[src/design/fsp_pkg.sv]
// Shared types and constants for the format-spec parser.
// Holds the character class record, the result record and the codes used by
// the front, back and result queue. No dependencies.
package fsp_pkg;

  localparam int MAX_LENGTH  = 65535;
  localparam int NUMBER_BITS = 32;

  localparam int OFFSET_W = 16;
  localparam int VALUE_W  = 32;

  // classified-item queue between front and back
  localparam int FQ_DEPTH = 4;
  localparam int FQ_PW    = $clog2(FQ_DEPTH);
  localparam int FQ_CW    = $clog2(FQ_DEPTH + 1);

  // result queue, takes up to two results per cycle
  localparam int RQ_DEPTH = 4;
  localparam int RQ_PW    = $clog2(RQ_DEPTH);
  localparam int RQ_CW    = $clog2(RQ_DEPTH + 1);

  localparam logic [7:0] CH_SPACE   = 8'h20;
  localparam logic [7:0] CH_TILDE   = 8'h7E;
  localparam logic [7:0] CH_LT      = 8'h3C;
  localparam logic [7:0] CH_GT      = 8'h3E;
  localparam logic [7:0] CH_EQ      = 8'h3D;
  localparam logic [7:0] CH_CARET   = 8'h5E;
  localparam logic [7:0] CH_DOT     = 8'h2E;
  localparam logic [7:0] CH_LBRACK  = 8'h5B;
  localparam logic [7:0] CH_RBRACK  = 8'h5D;
  localparam logic [7:0] CH_BANG    = 8'h21;
  localparam logic [7:0] CH_COLON   = 8'h3A;
  localparam logic [7:0] CH_HASH    = 8'h23;
  localparam logic [7:0] CH_PLUS    = 8'h2B;
  localparam logic [7:0] CH_MINUS   = 8'h2D;
  localparam logic [7:0] CH_COMMA   = 8'h2C;
  localparam logic [7:0] CH_UNDER   = 8'h5F;
  localparam logic [7:0] CH_ZERO    = 8'h30;
  localparam logic [7:0] CH_NINE    = 8'h39;
  localparam logic [7:0] CH_LOWER_A = 8'h61;
  localparam logic [7:0] CH_LOWER_Z = 8'h7A;

  typedef enum logic [1:0] {
    KIND_NAME   = 2'd0,
    KIND_INDEX  = 2'd1,
    KIND_VALID  = 2'd2,
    KIND_REJECT = 2'd3
  } kind_t;

  typedef enum logic [3:0] {
    PH_ACC          = 4'd0,
    PH_NAME_FIRST   = 4'd1,
    PH_NAME_REST    = 4'd2,
    PH_IDX_FIRST    = 4'd3,
    PH_IDX_REST     = 4'd4,
    PH_CONV         = 4'd5,
    PH_AFTER_CONV   = 4'd6,
    PH_SPEC_START   = 4'd7,
    PH_SIGN         = 4'd8,
    PH_ALT          = 4'd9,
    PH_WIDTH        = 4'd10,
    PH_WIDTH_DIGITS = 4'd11,
    PH_GROUP        = 4'd12,
    PH_TYPE         = 4'd13,
    PH_DONE         = 4'd14
  } phase_t;

  localparam logic [2:0] ALIGN_NONE   = 3'd0;
  localparam logic [2:0] ALIGN_LEFT   = 3'd1;
  localparam logic [2:0] ALIGN_RIGHT  = 3'd2;
  localparam logic [2:0] ALIGN_CENTER = 3'd3;
  localparam logic [2:0] ALIGN_NUMBER = 3'd4;

  localparam logic [1:0] CONV_NONE = 2'd0;
  localparam logic [1:0] CONV_STR  = 2'd1;
  localparam logic [1:0] CONV_REPR = 2'd2;

  localparam logic [1:0] SIGN_MINUS = 2'd0;
  localparam logic [1:0] SIGN_PLUS  = 2'd1;
  localparam logic [1:0] SIGN_SPACE = 2'd2;

  localparam logic [1:0] GROUP_NONE  = 2'd0;
  localparam logic [1:0] GROUP_COMMA = 2'd1;
  localparam logic [1:0] GROUP_UNDER = 2'd2;

  localparam logic [2:0] TYPE_STRING = 3'd0;
  localparam logic [2:0] TYPE_BINARY = 3'd1;
  localparam logic [2:0] TYPE_CHAR   = 3'd2;
  localparam logic [2:0] TYPE_DEC    = 3'd3;
  localparam logic [2:0] TYPE_OCT    = 3'd4;
  localparam logic [2:0] TYPE_HEX_LO = 3'd5;
  localparam logic [2:0] TYPE_HEX_UP = 3'd6;
  localparam logic [2:0] TYPE_LOCALE = 3'd7;

  typedef struct packed {
    logic [1:0] conversion;
    logic       fill_present;
    logic [7:0] fill_char;
    logic [2:0] align;
    logic [1:0] sign;
    logic       alternate;
    logic [1:0] grouping;
    logic [2:0] type_code;
  } spec_t;

  // one input item with its character already classified
  typedef struct packed {
    logic       has_char;
    logic [7:0] ch;
    logic       last;
    logic       digit;
    logic [3:0] dval;
    logic       ident;
    logic [2:0] align;      // ALIGN_NONE when not an align mark
    logic       tvalid;
    logic [2:0] tcode;
    logic       sign_mark;
    logic [1:0] sign;
    logic       hash;
    logic [1:0] grp;        // GROUP_NONE when not a grouping mark
    logic       dot;
    logic       lbrack;
    logic       rbrack;
    logic       bang;
    logic       colon;
    logic [1:0] conv;       // CONV_NONE when neither s nor r
    logic       printable;
  } cls_t;

  typedef struct packed {
    logic  valid;
    cls_t  cls;
  } fq_head_t;

  typedef struct packed {
    kind_t                kind;
    logic [OFFSET_W-1:0]  position;
    logic [VALUE_W-1:0]   value;
    spec_t                spec;
    logic                 end_of_run;
  } res_t;

  typedef struct packed {
    logic [1:0] count;  // 0, 1 or 2 results this cycle
    res_t       r0;
    res_t       r1;
  } rq_push_t;

endpackage

[src/design/format_spec_parser.sv]
// Top level of the format-spec parser: front classifier, parser back end and
// result queue. Depends on fsp_pkg, fsp_front, fsp_back and fsp_resq.
//
//   channel  | handshake           | payload
//   ---------+---------------------+------------------------------------------
//   input    | push / full         | has_char, ch, last
//   result   | pop / empty         | kind, position, value, conversion,
//            |                     | fill_present, fill_char, align, sign,
//            |                     | alternate, grouping, type_code, end_of_run
//
// One request per cycle is taken while the four-entry front queue has space.
// The parser back end retires one character per cycle, limited by the result
// queue: it needs two free slots, and the result port drains one per cycle,
// so a string's last request (accessor plus final result) may have to wait.
// A result passes through the front queue and then the result queue before
// it shows on the result ports.
// Synchronous reset empties both queues and puts the parser at accessor start.
// Either side may stall on its own; the queues absorb the difference.
module format_spec_parser import fsp_pkg::*; (
  input  logic                clk,
  input  logic                rst,
  input  logic                push,
  output logic                full,
  input  logic                has_char,
  input  logic [7:0]          ch,
  input  logic                last,
  input  logic                pop,
  output logic                empty,
  output logic [1:0]          kind,
  output logic [OFFSET_W-1:0] position,
  output logic [VALUE_W-1:0]  value,
  output logic [1:0]          conversion,
  output logic                fill_present,
  output logic [7:0]          fill_char,
  output logic [2:0]          align,
  output logic [1:0]          sign,
  output logic                alternate,
  output logic [1:0]          grouping,
  output logic [2:0]          type_code,
  output logic                end_of_run
);

  fq_head_t fq_head;   // oldest classified request
  logic     fq_deq;    // back end takes it
  logic     rq_room;   // result queue can take two more
  rq_push_t rq_in;     // results of the request taken this cycle
  res_t     rq_head;   // oldest waiting result

  // Front: classify each character as it arrives, queue it
  fsp_front u_front (
    .clk      (clk),
    .rst      (rst),
    .push     (push),
    .has_char (has_char),
    .ch       (ch),
    .last     (last),
    .deq      (fq_deq),
    .full     (full),
    .head     (fq_head)
  );

  // Back: grammar state machine, accessor and final results
  fsp_back u_back (
    .clk   (clk),
    .rst   (rst),
    .head  (fq_head),
    .room  (rq_room),
    .deq   (fq_deq),
    .rq_in (rq_in)
  );

  // Results wait here until the consumer pops them
  fsp_resq u_resq (
    .clk   (clk),
    .rst   (rst),
    .rq_in (rq_in),
    .pop   (pop),
    .empty (empty),
    .room  (rq_room),
    .head  (rq_head)
  );

  assign kind         = rq_head.kind;
  assign position     = rq_head.position;
  assign value        = rq_head.value;
  assign conversion   = rq_head.spec.conversion;
  assign fill_present = rq_head.spec.fill_present;
  assign fill_char    = rq_head.spec.fill_char;
  assign align        = rq_head.spec.align;
  assign sign         = rq_head.spec.sign;
  assign alternate    = rq_head.spec.alternate;
  assign grouping     = rq_head.spec.grouping;
  assign type_code    = rq_head.spec.type_code;
  assign end_of_run   = rq_head.end_of_run;

endmodule

[src/design/fsp_front.sv]
// Front part: accepts input items, classifies the character and queues them.
// Depends on fsp_pkg.
module fsp_front import fsp_pkg::*; (
  input  logic     clk,
  input  logic     rst,
  input  logic     push,
  input  logic     has_char,
  input  logic [7:0] ch,
  input  logic     last,
  input  logic     deq,
  output logic     full,
  output fq_head_t head
);

  cls_t             q [FQ_DEPTH];
  logic [FQ_PW-1:0] wr_ptr;
  logic [FQ_PW-1:0] rd_ptr;
  logic [FQ_CW-1:0] count;
  logic [FQ_CW-1:0] count_next;
  cls_t             cls_in;
  logic [7:0]       dsub;
  logic             accept;
  logic             take;

  always_comb begin
    dsub             = ch - CH_ZERO;
    cls_in           = '0;
    cls_in.has_char  = has_char;
    cls_in.ch        = ch;
    cls_in.last      = last;
    cls_in.digit     = (ch >= CH_ZERO) && (ch <= CH_NINE);
    cls_in.dval      = dsub[3:0];
    cls_in.ident     = ((ch >= CH_LOWER_A) && (ch <= CH_LOWER_Z)) || (ch == CH_UNDER);
    cls_in.printable = (ch >= CH_SPACE) && (ch <= CH_TILDE);
    cls_in.hash      = (ch == CH_HASH);
    cls_in.dot       = (ch == CH_DOT);
    cls_in.lbrack    = (ch == CH_LBRACK);
    cls_in.rbrack    = (ch == CH_RBRACK);
    cls_in.bang      = (ch == CH_BANG);
    cls_in.colon     = (ch == CH_COLON);
    unique case (ch)
      CH_LT:    cls_in.align = ALIGN_LEFT;
      CH_GT:    cls_in.align = ALIGN_RIGHT;
      CH_CARET: cls_in.align = ALIGN_CENTER;
      CH_EQ:    cls_in.align = ALIGN_NUMBER;
      default:  cls_in.align = ALIGN_NONE;
    endcase
    unique case (ch)
      CH_PLUS:  begin cls_in.sign_mark = 1'b1; cls_in.sign = SIGN_PLUS;  end
      CH_SPACE: begin cls_in.sign_mark = 1'b1; cls_in.sign = SIGN_SPACE; end
      CH_MINUS: begin cls_in.sign_mark = 1'b1; cls_in.sign = SIGN_MINUS; end
      default:  begin cls_in.sign_mark = 1'b0; cls_in.sign = SIGN_MINUS; end
    endcase
    unique case (ch)
      CH_COMMA: cls_in.grp = GROUP_COMMA;
      CH_UNDER: cls_in.grp = GROUP_UNDER;
      default:  cls_in.grp = GROUP_NONE;
    endcase
    unique case (ch)
      8'h73:   cls_in.conv = CONV_STR;   // s
      8'h72:   cls_in.conv = CONV_REPR;  // r
      default: cls_in.conv = CONV_NONE;
    endcase
    cls_in.tvalid = 1'b1;
    unique case (ch)
      8'h73:   cls_in.tcode = TYPE_STRING;  // s
      8'h62:   cls_in.tcode = TYPE_BINARY;  // b
      8'h63:   cls_in.tcode = TYPE_CHAR;    // c
      8'h64:   cls_in.tcode = TYPE_DEC;     // d
      8'h6F:   cls_in.tcode = TYPE_OCT;     // o
      8'h78:   cls_in.tcode = TYPE_HEX_LO;  // x
      8'h58:   cls_in.tcode = TYPE_HEX_UP;  // X
      8'h6E:   cls_in.tcode = TYPE_LOCALE;  // n
      default: begin
        cls_in.tcode  = TYPE_STRING;
        cls_in.tvalid = 1'b0;
      end
    endcase
  end

  assign full       = (count == FQ_CW'(FQ_DEPTH));
  assign accept     = push && !full;
  assign head.valid = (count != '0);
  assign head.cls   = q[rd_ptr];
  assign take       = deq && head.valid;

  always_comb begin
    count_next = count;
    if (accept && !take) begin
      count_next = count + FQ_CW'(1);
    end else if (!accept && take) begin
      count_next = count - FQ_CW'(1);
    end
  end

  always_ff @(posedge clk) begin
    if (rst) begin
      wr_ptr <= '0;
      rd_ptr <= '0;
      count  <= '0;
    end else begin
      count <= count_next;
      if (accept) begin
        wr_ptr <= wr_ptr + FQ_PW'(1);
      end
      if (take) begin
        rd_ptr <= rd_ptr + FQ_PW'(1);
      end
    end
  end

  always_ff @(posedge clk) begin
    if (accept) begin
      q[wr_ptr] <= cls_in;
    end
  end

endmodule

[src/design/fsp_back.sv]
// Back part: the parser state machine, one classified item per cycle while the
// result queue has room, giving up to two results per item. Depends on fsp_pkg.
module fsp_back import fsp_pkg::*; (
  input  logic     clk,
  input  logic     rst,
  input  fq_head_t head,
  input  logic     room,
  output logic     deq,
  output rq_push_t rq_in
);

  typedef struct packed {
    phase_t       phase;
    logic [31:0]  accum;
    logic         err;
    spec_t        spec;
  } pst_t;

  localparam logic [35:0] NUM_LIMIT = (36'd1 << NUMBER_BITS) - 36'd1;

  pst_t                st;
  pst_t                st_next;
  logic [OFFSET_W-1:0] offset;
  logic [OFFSET_W-1:0] offset_next;
  logic [OFFSET_W-1:0] ident_start;
  logic [OFFSET_W-1:0] ident_start_next;
  cls_t                held;
  cls_t                held_next;
  logic                held_valid;
  logic                held_valid_next;

  // acc * 10 + d, with the overflow flag on top
  function automatic logic [32:0] mac10(logic [31:0] acc, logic [3:0] d);
    logic [35:0] v;
    v = {1'b0, acc, 3'b000} + {3'b000, acc, 1'b0} + {32'b0, d};
    return {(v > NUM_LIMIT), v[31:0]};
  endfunction

  // sign, '#', width, grouping, type: each part optional, in that order
  function automatic pst_t spec_stage(pst_t s, cls_t c);
    pst_t        r;
    logic        done;
    logic [32:0] m;
    r    = s;
    done = 1'b0;
    m    = mac10(s.accum, c.dval);
    if (r.phase == PH_SIGN) begin
      r.phase = PH_ALT;
      if (c.sign_mark) begin
        r.spec.sign = c.sign;
        done        = 1'b1;
      end
    end
    if (!done && r.phase == PH_ALT) begin
      r.phase = PH_WIDTH;
      if (c.hash) begin
        r.spec.alternate = 1'b1;
        done             = 1'b1;
      end
    end
    if (!done && r.phase == PH_WIDTH) begin
      if (c.digit) begin
        r.accum = {28'b0, c.dval};
        r.phase = PH_WIDTH_DIGITS;
        done    = 1'b1;
      end else begin
        r.phase = PH_GROUP;
      end
    end
    if (!done && r.phase == PH_WIDTH_DIGITS) begin
      if (c.digit) begin
        if (m[32]) begin
          r.err = 1'b1;
        end else begin
          r.accum = m[31:0];
        end
        done = 1'b1;
      end else begin
        r.phase = PH_GROUP;
      end
    end
    if (!done && r.phase == PH_GROUP) begin
      r.phase = PH_TYPE;
      if (c.grp != GROUP_NONE) begin
        r.spec.grouping = c.grp;
        done            = 1'b1;
      end
    end
    if (!done && r.phase == PH_TYPE && c.tvalid) begin
      r.spec.type_code = c.tcode;
      r.phase          = PH_DONE;
      done             = 1'b1;
    end
    if (!done) begin
      r.err = 1'b1;
    end
    return r;
  endfunction

  // held first char after ':' turned out not to be a fill
  function automatic pst_t take_first(pst_t s, cls_t h);
    pst_t r;
    r       = s;
    r.phase = PH_SIGN;
    if (h.align != ALIGN_NONE) begin
      r.spec.align = h.align;
    end else begin
      r = spec_stage(r, h);
    end
    return r;
  endfunction

  function automatic pst_t acc_char(pst_t s, cls_t c);
    pst_t r;
    r = s;
    if (c.dot) begin
      r.phase = PH_NAME_FIRST;
    end else if (c.lbrack) begin
      r.accum = '0;
      r.phase = PH_IDX_FIRST;
    end else if (c.bang) begin
      r.phase = PH_CONV;
    end else if (c.colon) begin
      r.accum = '0;
      r.phase = PH_SPEC_START;
    end else begin
      r.err = 1'b1;
    end
    return r;
  endfunction

  function automatic res_t mk_res(kind_t k, logic [OFFSET_W-1:0] p, logic [VALUE_W-1:0] v,
                                 spec_t sp);
    res_t r;
    r.kind       = k;
    r.position   = p;
    r.value      = v;
    r.spec       = sp;
    r.end_of_run = 1'b0;
    return r;
  endfunction

  cls_t        c;
  pst_t        s;
  logic [32:0] m_idx;
  logic        acc_v;
  logic        fin_v;
  res_t        acc_res;
  res_t        fin_res;
  logic [VALUE_W-1:0] width;

  assign deq = head.valid && room;
  assign c   = head.cls;

  always_comb begin
    s                = st;
    offset_next      = offset;
    ident_start_next = ident_start;
    held_next        = held;
    held_valid_next  = held_valid;
    acc_v            = 1'b0;
    fin_v            = 1'b0;
    acc_res          = mk_res(KIND_NAME, '0, '0, '0);
    fin_res          = mk_res(KIND_REJECT, '0, '0, '0);
    width            = '0;
    m_idx            = mac10(st.accum, c.dval);

    if (c.has_char && !s.err) begin
      if (offset >= OFFSET_W'(MAX_LENGTH)) begin
        s.err = 1'b1;
      end else begin
        unique case (s.phase)
          PH_ACC: begin
            s = acc_char(s, c);
            if (c.colon) held_valid_next = 1'b0;
          end
          PH_NAME_FIRST: begin
            if (c.ident) begin
              ident_start_next = offset;
              s.phase          = PH_NAME_REST;
            end else begin
              s.err = 1'b1;
            end
          end
          PH_NAME_REST: begin
            if (!c.ident) begin
              acc_v   = 1'b1;
              acc_res = mk_res(KIND_NAME, ident_start,
                               VALUE_W'(offset - ident_start), '0);
              s.phase = PH_ACC;
              s       = acc_char(s, c);
              if (c.colon) held_valid_next = 1'b0;
            end
          end
          PH_IDX_FIRST: begin
            if (c.digit) begin
              s.accum = {28'b0, c.dval};
              s.phase = PH_IDX_REST;
            end else begin
              s.err = 1'b1;
            end
          end
          PH_IDX_REST: begin
            if (c.digit) begin
              if (m_idx[32]) s.err = 1'b1;
              else s.accum = m_idx[31:0];
            end else if (c.rbrack) begin
              acc_v   = 1'b1;
              acc_res = mk_res(KIND_INDEX, '0, s.accum, '0);
              s.accum = '0;
              s.phase = PH_ACC;
            end else begin
              s.err = 1'b1;
            end
          end
          PH_CONV: begin
            if (c.conv != CONV_NONE) begin
              s.spec.conversion = c.conv;
              s.phase           = PH_AFTER_CONV;
            end else begin
              s.err = 1'b1;
            end
          end
          PH_AFTER_CONV: begin
            if (c.colon) begin
              s.accum         = '0;
              held_valid_next = 1'b0;
              s.phase         = PH_SPEC_START;
            end else begin
              s.err = 1'b1;
            end
          end
          PH_SPEC_START: begin
            if (!held_valid) begin
              held_next       = c;
              held_valid_next = 1'b1;
            end else begin
              held_valid_next = 1'b0;
              if (c.align != ALIGN_NONE) begin
                // held char is a fill
                if (!held.printable) begin
                  s.err = 1'b1;
                end else begin
                  s.spec.fill_present = 1'b1;
                  s.spec.fill_char    = held.ch;
                  s.spec.align        = c.align;
                  s.phase             = PH_SIGN;
                end
              end else begin
                s = take_first(s, held);
                if (!s.err) s = spec_stage(s, c);
              end
            end
          end
          default: s = spec_stage(s, c);
        endcase
        offset_next = offset + OFFSET_W'(1);
      end
    end

    if (c.last) begin
      unique case (s.phase)
        PH_NAME_REST: begin
          if (!s.err) begin
            acc_v   = 1'b1;
            acc_res = mk_res(KIND_NAME, ident_start_next,
                             VALUE_W'(offset_next - ident_start_next), '0);
          end
        end
        PH_NAME_FIRST, PH_IDX_FIRST, PH_IDX_REST, PH_CONV: s.err = 1'b1;
        PH_SPEC_START: begin
          if (held_valid_next && !s.err) begin
            held_valid_next = 1'b0;
            s               = take_first(s, held_next);
          end
        end
        default: ;
      endcase
      fin_v = 1'b1;
      if (s.err) begin
        fin_res = mk_res(KIND_REJECT, '0, '0, '0);
      end else begin
        width   = (s.phase >= PH_SIGN) ? s.accum : '0;
        fin_res = mk_res(KIND_VALID, '0, width, s.spec);
      end
      // back to the start state for the next string
      s.phase          = PH_ACC;
      s.accum          = '0;
      s.err            = 1'b0;
      s.spec           = '0;
      offset_next      = '0;
      ident_start_next = '0;
      held_valid_next  = 1'b0;
    end

    if (fin_v) fin_res.end_of_run = 1'b1;
    else       acc_res.end_of_run = 1'b1;

    st_next        = s;
    rq_in.count    = deq ? ({1'b0, acc_v} + {1'b0, fin_v}) : 2'd0;
    rq_in.r0       = acc_v ? acc_res : fin_res;
    rq_in.r1       = fin_res;
  end

  always_ff @(posedge clk) begin
    if (rst) begin
      st.phase    <= PH_ACC;
      st.accum    <= '0;
      st.err      <= 1'b0;
      st.spec     <= '0;
      offset      <= '0;
      ident_start <= '0;
      held_valid  <= 1'b0;
    end else if (deq) begin
      st          <= st_next;
      offset      <= offset_next;
      ident_start <= ident_start_next;
      held_valid  <= held_valid_next;
    end
  end

  always_ff @(posedge clk) begin
    if (deq) begin
      held <= held_next;
    end
  end

endmodule

[src/design/fsp_resq.sv]
// Result queue: takes up to two results a cycle, gives one a cycle on pop.
// Depends on fsp_pkg.
module fsp_resq import fsp_pkg::*; (
  input  logic     clk,
  input  logic     rst,
  input  rq_push_t rq_in,
  input  logic     pop,
  output logic     empty,
  output logic     room,
  output res_t     head
);

  res_t             q [RQ_DEPTH];
  logic [RQ_PW-1:0] wr_ptr;
  logic [RQ_PW-1:0] wr_ptr1;
  logic [RQ_PW-1:0] rd_ptr;
  logic [RQ_CW-1:0] count;
  logic             deq;

  assign empty   = (count == '0);
  assign room    = (count <= RQ_CW'(RQ_DEPTH - 2));
  assign head    = q[rd_ptr];
  assign deq     = pop && !empty;
  assign wr_ptr1 = wr_ptr + RQ_PW'(1);

  always_ff @(posedge clk) begin
    if (rst) begin
      wr_ptr <= '0;
      rd_ptr <= '0;
      count  <= '0;
    end else begin
      wr_ptr <= wr_ptr + RQ_PW'(rq_in.count);
      count  <= count + RQ_CW'(rq_in.count) - RQ_CW'(deq);
      if (deq) begin
        rd_ptr <= rd_ptr + RQ_PW'(1);
      end
    end
  end

  always_ff @(posedge clk) begin
    if (rq_in.count != 2'd0) begin
      q[wr_ptr] <= rq_in.r0;
    end
    if (rq_in.count == 2'd2) begin
      q[wr_ptr1] <= rq_in.r1;
    end
  end

endmodule

[config.mk]
export PLATFORM = sky130hd
export DESIGN_NAME = format_spec_parser
export DESIGN_NICKNAME = d
export VERILOG_FILES = /design/src/design/fsp_pkg.sv /design/src/design/format_spec_parser.sv /design/src/design/fsp_front.sv /design/src/design/fsp_back.sv /design/src/design/fsp_resq.sv
export SDC_FILE = /design/constraint.sdc
export NUM_CORES = 1
export LEC_CHECK = 0
export ABC_AREA = 1
export BUFFER_PORTS_ARGS = -buffer_cell sky130_fd_sc_hd__buf_2
export CORE_UTILIZATION = 55
export DETAILED_ROUTE_END_ITERATION = 16
export PLACE_DENSITY = 0.7
export RECOVER_POWER = 50
export SETUP_SLACK_MARGIN = 0.05
export SYNTH_ARGS = -nofsm -noshare
export SYNTH_HDL_FRONTEND = slang
export SYNTH_SLANG_ARGS = --single-unit
[constraint.sdc]
create_clock -name clk -period 7.3 [get_ports clk]
set_clock_uncertainty 0.2 [all_clocks]
set_input_delay 0 -clock clk [delete_from_list [all_inputs] [get_ports clk]]
set_output_delay 0 -clock clk [all_outputs]
set_load 0.05 [all_outputs]
==> out/metrics.yaml <==
status: "finished, violations left"
violations: "design-rule violations, max-capacitance violations, max-slew violations"
startpoint_type: "flop"
synth_enable_flop_cells: 383
drv_slew: 428
grt_use_total_pct: 33.2
drt_iter0_drc: 4050
yosysWarnings: 0
use_met3_pct: 4.92
ys_types: 68
dieArea_sq_um: 68100
initial_core_util_pct: 55.9
ctsResizeCount: 0
grt_pass1_vias: 31200
clk_pin_slew_ns: 0.06
cts_tree: "done"
synth_top_family_by_area: "simple AND/OR/NAND/NOR gates"
ctsHtreeMaxLevel: 2
die_h_microns: 261
fin_setup_tns_ns: 0
synth_area_sq_um: 36900
clk_latency_ns: 0.65
critPathMostFrequentCell: "clkbuf_1"
worstMarginPinSlew_ns: 3.79
clkSinkCount: 561
core_sq_um: 66000
synthAdderAreaFrac_pct: 5.12
finalCriticalPeriod_ns: 6.80
root_buffer: "clkbuf_16"
path_class: "reg2out"
ys_async_sr_fraction_pct: 0
wl_per_cell_microns: 19.2
dpl_worst_slack_ns: 0.759
synth-simple-area-share_pct: 24.8
crit_chain: "inv_1, clkbuf_1, o21ai_0, o22ai_1, clkbuf_1"
crit_required_ns: 7.10
synth_flop_cell: "edfxtp_1"
hold_class: "in2reg"
crit_slowest_cell: "clkbuf_1"
max_stage_delay_ns: 2.70
pin_count: 89
routed_via_density: 5.81
setup_viol: 0
synth_seq_cells: 561
area_delta_synth_final_pct: 8.89
hpwl_microns: 81500
finalCritPeriodShare_pct: 93.2
grt_antenna_before_repair: 2
crit_arrival_ns: 6.60
n_antenna_cell: 0
place_congestion: 1.01
row_count: 94
yosysSeqAreaShare_pct: 40.9
cp-end-kind: "output pin"
die_w_microns: 261
hold_violations: 0
utilization_pct: 60.8
critPathMaxFanout: 89
slew-limit-headroom_pct: -153
synthCells: 5057
synth_mux_area_share_pct: 0.299
layout-drive-gt1-share_pct: 6.16
post_synth.cell_area_avg_sq_um: 7.29
portBuffers: 88
vdd_ir_drop_max_mv: 0.328
grt-busiest-layer: "met2"
overflow: 0
rsz0062_at_grt: "false"
post_cts_buffers: 0
met1_usage_pct: 48.3
ctsLongestPathBuffers: 3
cts_made_buffers: 60
dr_total_vias: 34700
drc: 8
cts.hold.buffers_added: 23
totalWireLength_microns: 115000
grt_pass1_wl_microns: 177000
synth_compound_area_share_pct: 18.3
grt_max_degree: 90
grt_util_met2_pct: 51.1
powerDensity_nw_per_um2: 334
nFillCells: 6140
first_pass_iters: 14
layout_setup_ws_ns: 0.495
max_freq_mhz: 147
ant_nets: 0
max_cap_viol_count: 8
leakage_nw: 16.4
fin_nets: 5219
synth_xor_area_share_pct: 2.02
synth_nets: 5217
==> power breakdown <==
| part | internal [mW] | switching, mW |
|---|---|---|
| registers | 4.07 | 0.250 |
| clock network | 1.89 | 1.35 |
| logic | 1.33 | 4.54 |
| total | 7.29 | 6.14 |
==> cells by family (layout without fill, tap and decap cells) <==
family          after synthesis  in the layout
xor+xnor                     85             85
fa+ha+maj                   146            146
mux                          10             10
buf+inv                     813            867
simple gates               2227           2227
compound gates             1215           1215
flops                       561            561
==> placed cells by master, fill, tap and decap left out, drive strengths merged, types with 9 or more instances in the layout <==
master / count
a32oi: 17
edfxtp: 383
nor2: 738
clkinvlp: 9
bufinv: 10
clkbuf: 159
o221ai: 15
nor4: 11
a31oi: 34
a211oi: 9
a21oi: 360
xor2: 59
o211ai: 32
o21bai: 9
or2: 11
nand2: 1164
o21ai: 570
ha: 138
dlygate4sd3: 23
nor3: 50
inv: 572
clkinv: 29
nand3: 192
and2: 10
buf: 65
o22ai: 113
nand4: 40
dfxtp: 178
xnor2: 26
==> area by class of cell <==
type,count,area (sq um),area share (%)
timing repair buffer,177,1070,2.66
inverter,576,2160,5.39
clock buffer,70,1550,3.86
sequential,561,15100,37.5
multi-input combinational,3683,18700,46.5
tap,864,1080,2.69
clock inverter,44,542,1.35
==> metrics by stage <==
step,instances,hold slack (ns),cell area [sq um],total power [mW]
2_1_floorplan,5057,-0.101,36900,8.57
3_3_place_gp,5838,0.0134,38000,10.2
6_report,5975,0.135,40100,13.4
5_1_grt,5975,0.175,40100,14.1
4_1_cts,5975,0.00374,40300,13.5
3_5_place_dp,5838,0.0146,38000,10.2
==> worst paths after layout <==
kind              slack (ns)  depth (start not counted)                    startpoint                           end
setup reg to reg        0.65                         33     u_back.held[18]$_DFFE_PP_     u_resq.q[0][38]$_DFFE_PP_
hold / removal          0.14                          5                           pop                          flop
hold reg to reg         0.26                          2  u_resq.q[2][72]$_SDFFE_PP1P_  u_resq.q[2][72]$_SDFFE_PP1P_
setup / recovery        0.50                          5                          flop                     value[13]
==> flip-flops by register name (all words and copies together), names as in the netlist, 3 cells and up, named ones only <==
signal              count
u_resq.count            3
u_resq.q              292
u_front.count           3
u_back.st              59
u_back.held            27
u_back.ident_start     16
u_front.q             132
u_back.offset          16
==> per-layer routing <==
metal | wire (microns) | vias to the layer above | part of all wire (%)
li1 | - | 17000 | -
met1 | 51400 | 16100 | 45
met2 | 50500 | 1440 | 44
met3 | 9870 | 182 | 8.6
met4 | 3000 | 4 | 2.6
met5 | 26 | - | 0.023
==> worst max-delay path, delay by kind of cell (launching register included) <==
family | cells | cell delay [ns]
AO/OA/AOI/OAI | 2 | 0.66
buffers and inverters | 3 | 4.67
flip-flops | 1 | 0.50
==> Yosys cell counts, types with 5 or more instances <==
master | count | area [sq um]
xnor2_1 | 26 | 228
buf_6 | 8 | 90.1
a21oi_1 | 357 | 1790
nand3_2 | 7 | 70.1
a31oi_1 | 34 | 213
nand2_2 | 17 | 106
or2_2 | 10 | 62.6
and2_1 | 10 | 62.6
nand3b_1 | 8 | 60.1
o21ai_1 | 44 | 220
buf_2 | 19 | 95.1
nand3_1 | 184 | 921
o21ai_2 | 7 | 61.3
a2bb2oi_1 | 6 | 52.6
nor4_1 | 10 | 62.6
o21a_1 | 7 | 52.6
inv_1 | 544 | 2040
o22ai_1 | 113 | 707
o21ai_0 | 519 | 2600
nor3_1 | 48 | 240
inv_2 | 21 | 78.8
nand4_1 | 39 | 244
xor2_1 | 59 | 517
o2111ai_1 | 5 | 43.8
nor2_2 | 38 | 238
o221ai_1 | 15 | 131
fa_1 | 8 | 160
mux2_2 | 8 | 90.1
edfxtp_1 | 383 | 11500
o21bai_1 | 9 | 67.6
a21o_1 | 8 | 60.1
a211oi_1 | 9 | 67.6
ha_1 | 138 | 1730
a32oi_1 | 17 | 149
o211ai_1 | 32 | 240
dfxtp_1 | 178 | 3560
nor2_1 | 696 | 2610
buf_1 | 30 | 113
clkbuf_1 | 172 | 646
clkinv_1 | 11 | 41.3
buf_4 | 8 | 60.1
nand2_1 | 1144 | 4290
(Power assumes the default switching activity.)
